$ cat config.mk
export PLATFORM = sky130hd
export DESIGN_NAME = queue_from_two_stacks
export DESIGN_NICKNAME = d
export VERILOG_FILES = /design/src/rtl/qts_pkg.sv /design/src/rtl/qts_cell.sv /design/src/rtl/qts_stack.sv /design/src/rtl/queue_from_two_stacks.sv
export SDC_FILE = /design/constraint.sdc
export NUM_CORES = 2
export LEC_CHECK = 0
export BUFFER_PORTS_ARGS = -buffer_cell sky130_fd_sc_hd__buf_4
export CORE_ASPECT_RATIO = 1.25
export CORE_MARGIN = 4
export CORE_UTILIZATION = 60
export CTS_CLUSTER_DIAMETER = 100
export DETAILED_ROUTE_END_ITERATION = 10
export PLACE_DENSITY = 0.77
export SLEW_MARGIN = 20
export SYNTH_ARGS = -nofsm -noshare
export SYNTH_HDL_FRONTEND = slang
export SYNTH_SLANG_ARGS = --single-unit
$ cat constraint.sdc
create_clock -name i_clk -period 24.2 [get_ports i_clk]
set_input_delay 7.26 -clock i_clk [delete_from_list [all_inputs] [get_ports i_clk]]
set_output_delay 7.26 -clock i_clk [all_outputs]
set_load 0.02 [all_outputs]
$ cat src/rtl/qts_pkg.sv
// ----------------------------------------------------------------------------
// qts_pkg
// Shared types and constants for the two-stack queue.
// ----------------------------------------------------------------------------
package qts_pkg;

    localparam int STACK_DEPTH = 16;
    localparam int CNT_W       = $clog2(STACK_DEPTH + 1);
    localparam int VAL_W       = 32;
    localparam int STATUS_W    = 2;

    localparam logic CMD_ENQ = 1'b0;
    localparam logic CMD_DEQ = 1'b1;

    localparam logic [STATUS_W-1:0] ST_OK    = 2'd0;
    localparam logic [STATUS_W-1:0] ST_FULL  = 2'd1;
    localparam logic [STATUS_W-1:0] ST_EMPTY = 2'd2;

    typedef enum logic [1:0] {
        OP_HOLD,
        OP_PUSH,
        OP_POP
    } t_stack_op;

    typedef struct packed {
        logic full;
        logic empty;
        logic last;
    } t_stack_stat;

    typedef enum logic [1:0] {
        S_IDLE,
        S_EXEC,
        S_MOVE
    } t_state;

endpackage

$ cat src/rtl/qts_cell.sv
// ----------------------------------------------------------------------------
// qts_cell
// One stack entry: loads from its shallower or deeper neighbour, or holds.
// ----------------------------------------------------------------------------
module qts_cell (
    input  logic                      i_clk,
    input  qts_pkg::t_stack_op        i_op,
    input  logic [qts_pkg::VAL_W-1:0] i_shallow,
    input  logic [qts_pkg::VAL_W-1:0] i_deep,
    output logic [qts_pkg::VAL_W-1:0] o_data
);

    logic [qts_pkg::VAL_W-1:0] r_data;
    logic [qts_pkg::VAL_W-1:0] n_data;

    always_comb begin
        case (i_op)
            qts_pkg::OP_PUSH: n_data = i_shallow;
            qts_pkg::OP_POP:  n_data = i_deep;
            default:          n_data = r_data;
        endcase
    end

    always_ff @(posedge i_clk) begin
        r_data <= n_data;
    end

    assign o_data = r_data;

endmodule

$ cat src/rtl/qts_stack.sv
// ----------------------------------------------------------------------------
// qts_stack
// Shift stack: a row of cells with the top in cell 0, plus a fill count.
// ----------------------------------------------------------------------------
module qts_stack (
    input  logic                      i_clk,
    input  logic                      i_rst_n,
    input  qts_pkg::t_stack_op        i_op,
    input  logic [qts_pkg::VAL_W-1:0] i_data,
    output logic [qts_pkg::VAL_W-1:0] o_top,
    output qts_pkg::t_stack_stat      o_stat
);

    logic [qts_pkg::VAL_W-1:0] w_cell [qts_pkg::STACK_DEPTH];
    logic [qts_pkg::CNT_W-1:0] r_count;
    logic [qts_pkg::CNT_W-1:0] n_count;

    for (genvar g = 0; g < qts_pkg::STACK_DEPTH; g++) begin : g_cell
        logic [qts_pkg::VAL_W-1:0] w_shallow;
        logic [qts_pkg::VAL_W-1:0] w_deep;

        if (g == 0) begin : g_top
            assign w_shallow = i_data;
        end else begin : g_mid
            assign w_shallow = w_cell[g-1];
        end

        if (g == qts_pkg::STACK_DEPTH - 1) begin : g_bot
            assign w_deep = w_cell[g];
        end else begin : g_inner
            assign w_deep = w_cell[g+1];
        end

        qts_cell u_cell (
            .i_clk     (i_clk),
            .i_op      (i_op),
            .i_shallow (w_shallow),
            .i_deep    (w_deep),
            .o_data    (w_cell[g])
        );
    end

    always_comb begin
        case (i_op)
            qts_pkg::OP_PUSH: n_count = r_count + 1'b1;
            qts_pkg::OP_POP:  n_count = r_count - 1'b1;
            default:          n_count = r_count;
        endcase
    end

    always_ff @(posedge i_clk) begin
        if (!i_rst_n) begin
            r_count <= '0;
        end else begin
            r_count <= n_count;
        end
    end

    assign o_top       = w_cell[0];
    assign o_stat.full  = (r_count == qts_pkg::CNT_W'(qts_pkg::STACK_DEPTH));
    assign o_stat.empty = (r_count == '0);
    assign o_stat.last  = (r_count == qts_pkg::CNT_W'(1));

endmodule

$ cat src/rtl/queue_from_two_stacks.sv
// Sequence: an accepted item is registered, then executed into the result
// register; when the inbox is emptied onto the outbox, each entry is moved and
// the command is re-run; a stalled result register holds the execute step.
// A new item is taken only once the previous one has loaded its result; a move
// holds the control sequencer for its whole length.
// Reset: synchronous, active low; clears both fill counts, the sequencer and
// the output valid. Stack contents are not cleared.
// ----------------------------------------------------------------------------
// queue_from_two_stacks
// First-in first-out queue made of an inbox and an outbox shift stack.
// ----------------------------------------------------------------------------
module queue_from_two_stacks (
    input  logic        i_clk,
    input  logic        i_rst_n,
    input  logic        s_axis_tvalid,
    output logic        s_axis_tready,
    input  logic [31:0] s_axis_tdata,   // [31:0] value_in
    input  logic        s_axis_tuser,   // [0] command
    output logic        m_axis_tvalid,
    input  logic        m_axis_tready,
    output logic [39:0] m_axis_tdata,   // [31:0] value_out, [32] queue_empty
    output logic [1:0]  m_axis_tuser    // [1:0] status
);

    qts_pkg::t_state                 r_state;
    qts_pkg::t_state                 n_state;
    logic                            r_cmd;
    logic [qts_pkg::VAL_W-1:0]       r_val;
    logic                            r_out_valid;
    logic [qts_pkg::STATUS_W-1:0]    r_status;
    logic [qts_pkg::VAL_W-1:0]       r_value;
    logic                            r_qempty;

    qts_pkg::t_stack_op              w_in_op;
    qts_pkg::t_stack_op              w_out_op;
    qts_pkg::t_stack_stat            w_in_stat;
    qts_pkg::t_stack_stat            w_out_stat;
    logic [qts_pkg::VAL_W-1:0]       w_in_top;
    logic [qts_pkg::VAL_W-1:0]       w_out_top;
    logic [qts_pkg::VAL_W-1:0]       w_out_din;
    logic                            w_accept;
    logic                            w_out_free;
    logic                            w_load;
    logic                            w_move;
    logic [qts_pkg::STATUS_W-1:0]    w_status;
    logic [qts_pkg::VAL_W-1:0]       w_value;
    logic                            w_qempty;

    assign w_accept   = s_axis_tvalid && s_axis_tready;
    assign w_out_free = !r_out_valid || m_axis_tready;

    qts_stack u_inbox (
        .i_clk   (i_clk),
        .i_rst_n (i_rst_n),
        .i_op    (w_in_op),
        .i_data  (r_val),
        .o_top   (w_in_top),
        .o_stat  (w_in_stat)
    );

    qts_stack u_outbox (
        .i_clk   (i_clk),
        .i_rst_n (i_rst_n),
        .i_op    (w_out_op),
        .i_data  (w_out_din),
        .o_top   (w_out_top),
        .o_stat  (w_out_stat)
    );

    assign w_out_din = w_in_top;

    always_comb begin
        n_state = r_state;
        case (r_state)
            qts_pkg::S_IDLE: begin
                if (w_accept) begin
                    n_state = qts_pkg::S_EXEC;
                end
            end
            qts_pkg::S_EXEC: begin
                if (w_load) begin
                    n_state = qts_pkg::S_IDLE;
                end else if (w_move) begin
                    n_state = qts_pkg::S_MOVE;
                end
            end
            qts_pkg::S_MOVE: begin
                if (w_in_stat.last) begin
                    n_state = qts_pkg::S_EXEC;
                end
            end
            default: n_state = qts_pkg::S_IDLE;
        endcase
    end

    always_comb begin
        s_axis_tready = 1'b0;
        w_in_op       = qts_pkg::OP_HOLD;
        w_out_op      = qts_pkg::OP_HOLD;
        w_load        = 1'b0;
        w_move        = 1'b0;
        w_status      = qts_pkg::ST_OK;
        w_value       = '0;
        w_qempty      = 1'b0;
        case (r_state)
            qts_pkg::S_IDLE: begin
                s_axis_tready = 1'b1;
            end
            qts_pkg::S_EXEC: begin
                if (w_out_free) begin
                    if (r_cmd == qts_pkg::CMD_ENQ) begin
                        if (!w_in_stat.full) begin
                            w_in_op = qts_pkg::OP_PUSH;
                            w_load  = 1'b1;
                        end else if (w_out_stat.empty) begin
                            w_move = 1'b1;
                        end else begin
                            w_load   = 1'b1;
                            w_status = qts_pkg::ST_FULL;
                        end
                    end else begin
                        if (!w_out_stat.empty) begin
                            w_out_op = qts_pkg::OP_POP;
                            w_load   = 1'b1;
                            w_value  = w_out_top;
                            w_qempty = w_in_stat.empty && w_out_stat.last;
                        end else if (w_in_stat.empty) begin
                            w_load   = 1'b1;
                            w_status = qts_pkg::ST_EMPTY;
                            w_qempty = 1'b1;
                        end else begin
                            w_move = 1'b1;
                        end
                    end
                end
            end
            qts_pkg::S_MOVE: begin
                w_in_op  = qts_pkg::OP_POP;
                w_out_op = qts_pkg::OP_PUSH;
            end
            default: begin
                s_axis_tready = 1'b0;
            end
        endcase
    end

    always_ff @(posedge i_clk) begin
        if (!i_rst_n) begin
            r_state     <= qts_pkg::S_IDLE;
            r_out_valid <= 1'b0;
        end else begin
            r_state <= n_state;
            if (w_load) begin
                r_out_valid <= 1'b1;
            end else if (m_axis_tready) begin
                r_out_valid <= 1'b0;
            end
        end
    end

    always_ff @(posedge i_clk) begin
        if (w_accept) begin
            r_cmd <= s_axis_tuser;
            r_val <= s_axis_tdata;
        end
        if (w_load) begin
            r_status <= w_status;
            r_value  <= w_value;
            r_qempty <= w_qempty;
        end
    end

    assign m_axis_tvalid = r_out_valid;
    assign m_axis_tdata  = {7'd0, r_qempty, r_value};
    assign m_axis_tuser  = r_status;

endmodule

==> key figures <==
Status
  – Outcome: completed

Synthesis
  – Post-synth top area share: 71.6%
  – Yosys cell types: 49
  – Largest area contributor in the netlist: edfxtp_1
  – Ranking of synthesized cells by area: edfxtp_1 (72%), nand2_1 (12%), mux2_2 (12%)
  – Mapped cell area: 0.0458 mm²
  – Synth Area per Inst: 13.7 µm²
  – Synth Instances: 3,354
  – Syn. warnings: 0
  – Count of state elements after synthesis: between 1,000 and 1,500
  – Sequential fraction of the synthesis area: 72.2%

STA
  – Max Slew Vio Count: 0
  – Measured slew at the worst slew-check pin: 1.08 ns
  – Final period utilization: 42.4%
  – Post-layout min period: 10.26 ns
  – RSZ-0062 raised after global routing: false
  – Final WS setup: 13.94 ns
  – Fmax: 97.5 MHz
  – Slew Limit Headroom: between 20% and 30%
  – Clock Skews: around 0.016 ns
  – Final hold violations: 0
  – TNS Setup: 0 ns
  – Endpoints failing setup: 0

Min path
  – Hold Path Origin: u_inbox.g_cell[14].u_cell.o_data[31]$_DFFE_PP_
  – Hold crit path type: register to register
  – Hold Path Sink: u_inbox.g_cell[15].u_cell.o_data[31]$_DFFE_PN_
  – Hold Path Stages: 0

Critical path
  – CP arrival: 10.53 ns
  – Reg-to-reg setup timing slack: between 15 and 20 ns
  – R2r worst-path depth: 7
  – CP endpoint kind: register
  – Critical R2R Launch: u_inbox.r_count[0]$_SDFFE_PN0P_
  – Largest fanout on the critical path: 198
  – Worst EP required: approximately 24 ns
  – Critical path type: input port to register
  – Startpoint Class: input port
  – End of the worst register-to-register path: u_inbox.g_cell[0].u_cell.o_data[16]$_DFFE_PP_

Finish
  – Layout fillers: 5,160
  – Area of the multi-input gates: 0.0119 mm²
  – Final Core Density: 66.4%
  – Post-layout nets: 3,433
  – Layout cells sized above 1: 21.3%
  – Area grow syn2layout: 9.94%
  – Reg area: 0.0331 mm²

GRT
  – Vias in the first global route: 24,230
  – Global route overflow: 0
  – Largest net degree at the start of global routing: about 270
  – Initial antenna violation count: 3
  – First-pass GRT wire length: 122,000 µm
  – GRT Overall Usage: between 10% and 20%

Routing
  – Vias per Instance: 5.48
  – WL final: 74,700 µm
  – Initial DRC count: 2,335
  – Residual DRC: 0
  – Via count: ~24,000
  – Antenna viol nets, final: 0
  – Average wire per standard cell: 16.8 µm
  – Initial DRT Pass Iterations: 5

Power and ir drop
  – Total leakage power: 18.3 nW
  – Pwr dens: 76.8 mW/mm²
  – Max rail drop VDD: roughly 56 µV

CTS
  – # hold bufs at CTS: 0
  – H-tree depth: 3
  – Max clock buf depth: 3
  – Clock-pin slew on the worst setup and hold paths: around 0.06 ns
  – Post-cts sizing count: 0
  – Post-CTS Repair Setup Buffers: 0
  – Later-pin clock latency in the skew report: roughly 0.65 ns
  – CTS root buf: clkbuf_16
  – CTS Sinks: 1,105
  – Num CTS Buffers: 104
  – CTS tree: built

Job
  – Number of max-cap violations: 0

Die
  – # rows: 113
  – Placeable Area: 0.0758 mm²
  – DIE AREA: around 0.081 mm²
  – I/O pins: 81
  – Die Y: about 320 µm
  – Initial Utilization: 60.4%
  – Die width: roughly 260 µm

Placed design
  – DP HPWL: 41,800 µm
  – Port Buffers: 73
  – Final GP Congestion: between 0.7 and 0.8
  – Pre-CTS WS: 13.25 ns
[cell usage in the layout, fill, tap and decap left out, drive strengths merged, types with 5 or more instances in the layout]
master and count:
nand2 1455, edfxtp 1092, mux2 480, clkbuf 119, buf 96, clkinv 51, and2 34, dfxtp 13
ha 13, bufinv 10, inv 10, conb 7, nor2 7, nand2b 7, nor4 6, nand4 5
nand3 5, mux2i 5
[worst max-delay path by stage]
stage,cells past startpoint,endpoint,slack (ns),from
2_1_floorplan,6,u_outbox.g_cell[0].u_cell.o_data[0]$_DFFE_PP_,4.17,m_axis_tready
3_3_place_gp,5,u_outbox.g_cell[13].u_cell.o_data[4]$_DFFE_PP_,13.40,m_axis_tready
3_5_place_dp,5,u_outbox.g_cell[14].u_cell.o_data[4]$_DFFE_PP_,13.25,m_axis_tready
4_1_cts,5,u_outbox.g_cell[11].u_cell.o_data[4]$_DFFE_PP_,13.97,m_axis_tready
5_1_grt,7,u_outbox.g_cell[0].u_cell.o_data[25]$_DFFE_PP_,13.68,m_axis_tready
6_report,6,u_inbox.g_cell[0].u_cell.o_data[16]$_DFFE_PP_,13.94,m_axis_tready
[layout make-up]
| cell class | count | share of cell area, % |
|---|---|---|
| flip-flops and latches | 1105 | 65.6 |
| multi-input cells | 2069 | 23.7 |
| clock buffers | 119 | 5.36 |
| well taps | 977 | 2.43 |
| repair buffers | 96 | 1.69 |
| clock inverters | 67 | 1.16 |
| inverters | 7 | 0.0522 |
| diodes | 3 | 0.0149 |
[metal layers]
layer  global-route usage, %  routed length [µm]  vias up
li1                        -                   -    11752
met1                    25.7               33900    12073
met2                    29.6               36500      424
met3                    2.63                2600      100
met4                    5.81                1730        0
met5                       0                   0        -
[metrics by stage]
stage	cell area, µm²	hold slack [ns]	total power [W]	std cells
5_1_grt	50400	0.450	0.00400	4442
3_3_place_gp	47000	0.430	0.00232	4251
4_1_cts	50300	0.449	0.00391	4437
2_1_floorplan	45800	0.420	0.00230	3360
3_5_place_dp	47000	0.431	0.00233	4251
6_report	50400	0.448	0.00387	4443
[kinds of logic (layout without fill, tap and decap cells)]
group	count (synthesis)	count (layout)	synth area share [%]
mux	485	485	11.9
compound gates	16	16	0.254
fa+ha+maj	13	13	0.355
simple gates	1547	1547	13.3
buf+inv	186	289	2.02
other cells	1	10	0.00819
xor+xnor	1	1	0.0191
flops	1105	1105	72.2
[where the power goes]
| group | internal (W) | switching [W] |
|---|---|---|
| Clock | 0.000903 | 0.000681 |
| Sequential | 0.00215 | 0.0000241 |
| Combinational | 0.0000440 | 0.0000665 |
| Total | 0.00310 | 0.000771 |
[worst max-delay path, stage by stage]
cell and delay (ns):
buf_4 0.08, nor2b_1 0.15, nor3_1 0.35, a21o_4 0.78
buf_4 0.84, buf_12 0.72
[sequential cells by signal, indices dropped and copies added, names as in the netlist]
signal	flops
m_axis_tuser	2
u_outbox.g_cell.u_cell.o_data	512
r_state	2
r_value	32
u_inbox.r_count	5
r_qempty	1
r_cmd	1
r_val	32
u_outbox.r_count	5
u_inbox.g_cell.u_cell.o_data	512
m_axis_tvalid	1
[cell usage after synthesis, drive strengths merged]
master	instances
o2bb2ai	1
nand4	5
and4	1
ha	13
buf	136
a21o	1
mux2	480
and2	34
inv	7
o311ai	1
or3	2
conb	1
nand2b	7
edfxtp	1092
o21ai	4
nand3b	1
nor2b	2
nand2	1455
nand3	5
and3	4
nor2	7
or4b	3
a21oi	2
or3b	1
dfxtp	13
or2	1
a2bb2oi	1
nor4b	3
o41ai	1
a41oi	1
xor2	1
or4	1
clkbuf	43
a32o	1
o31a	1
nor3	4
mux2i	5
nand4b	4
nor4	6
and4bb	1
a21boi	1
a211o	1
Power figures use the tool's default switching activity.
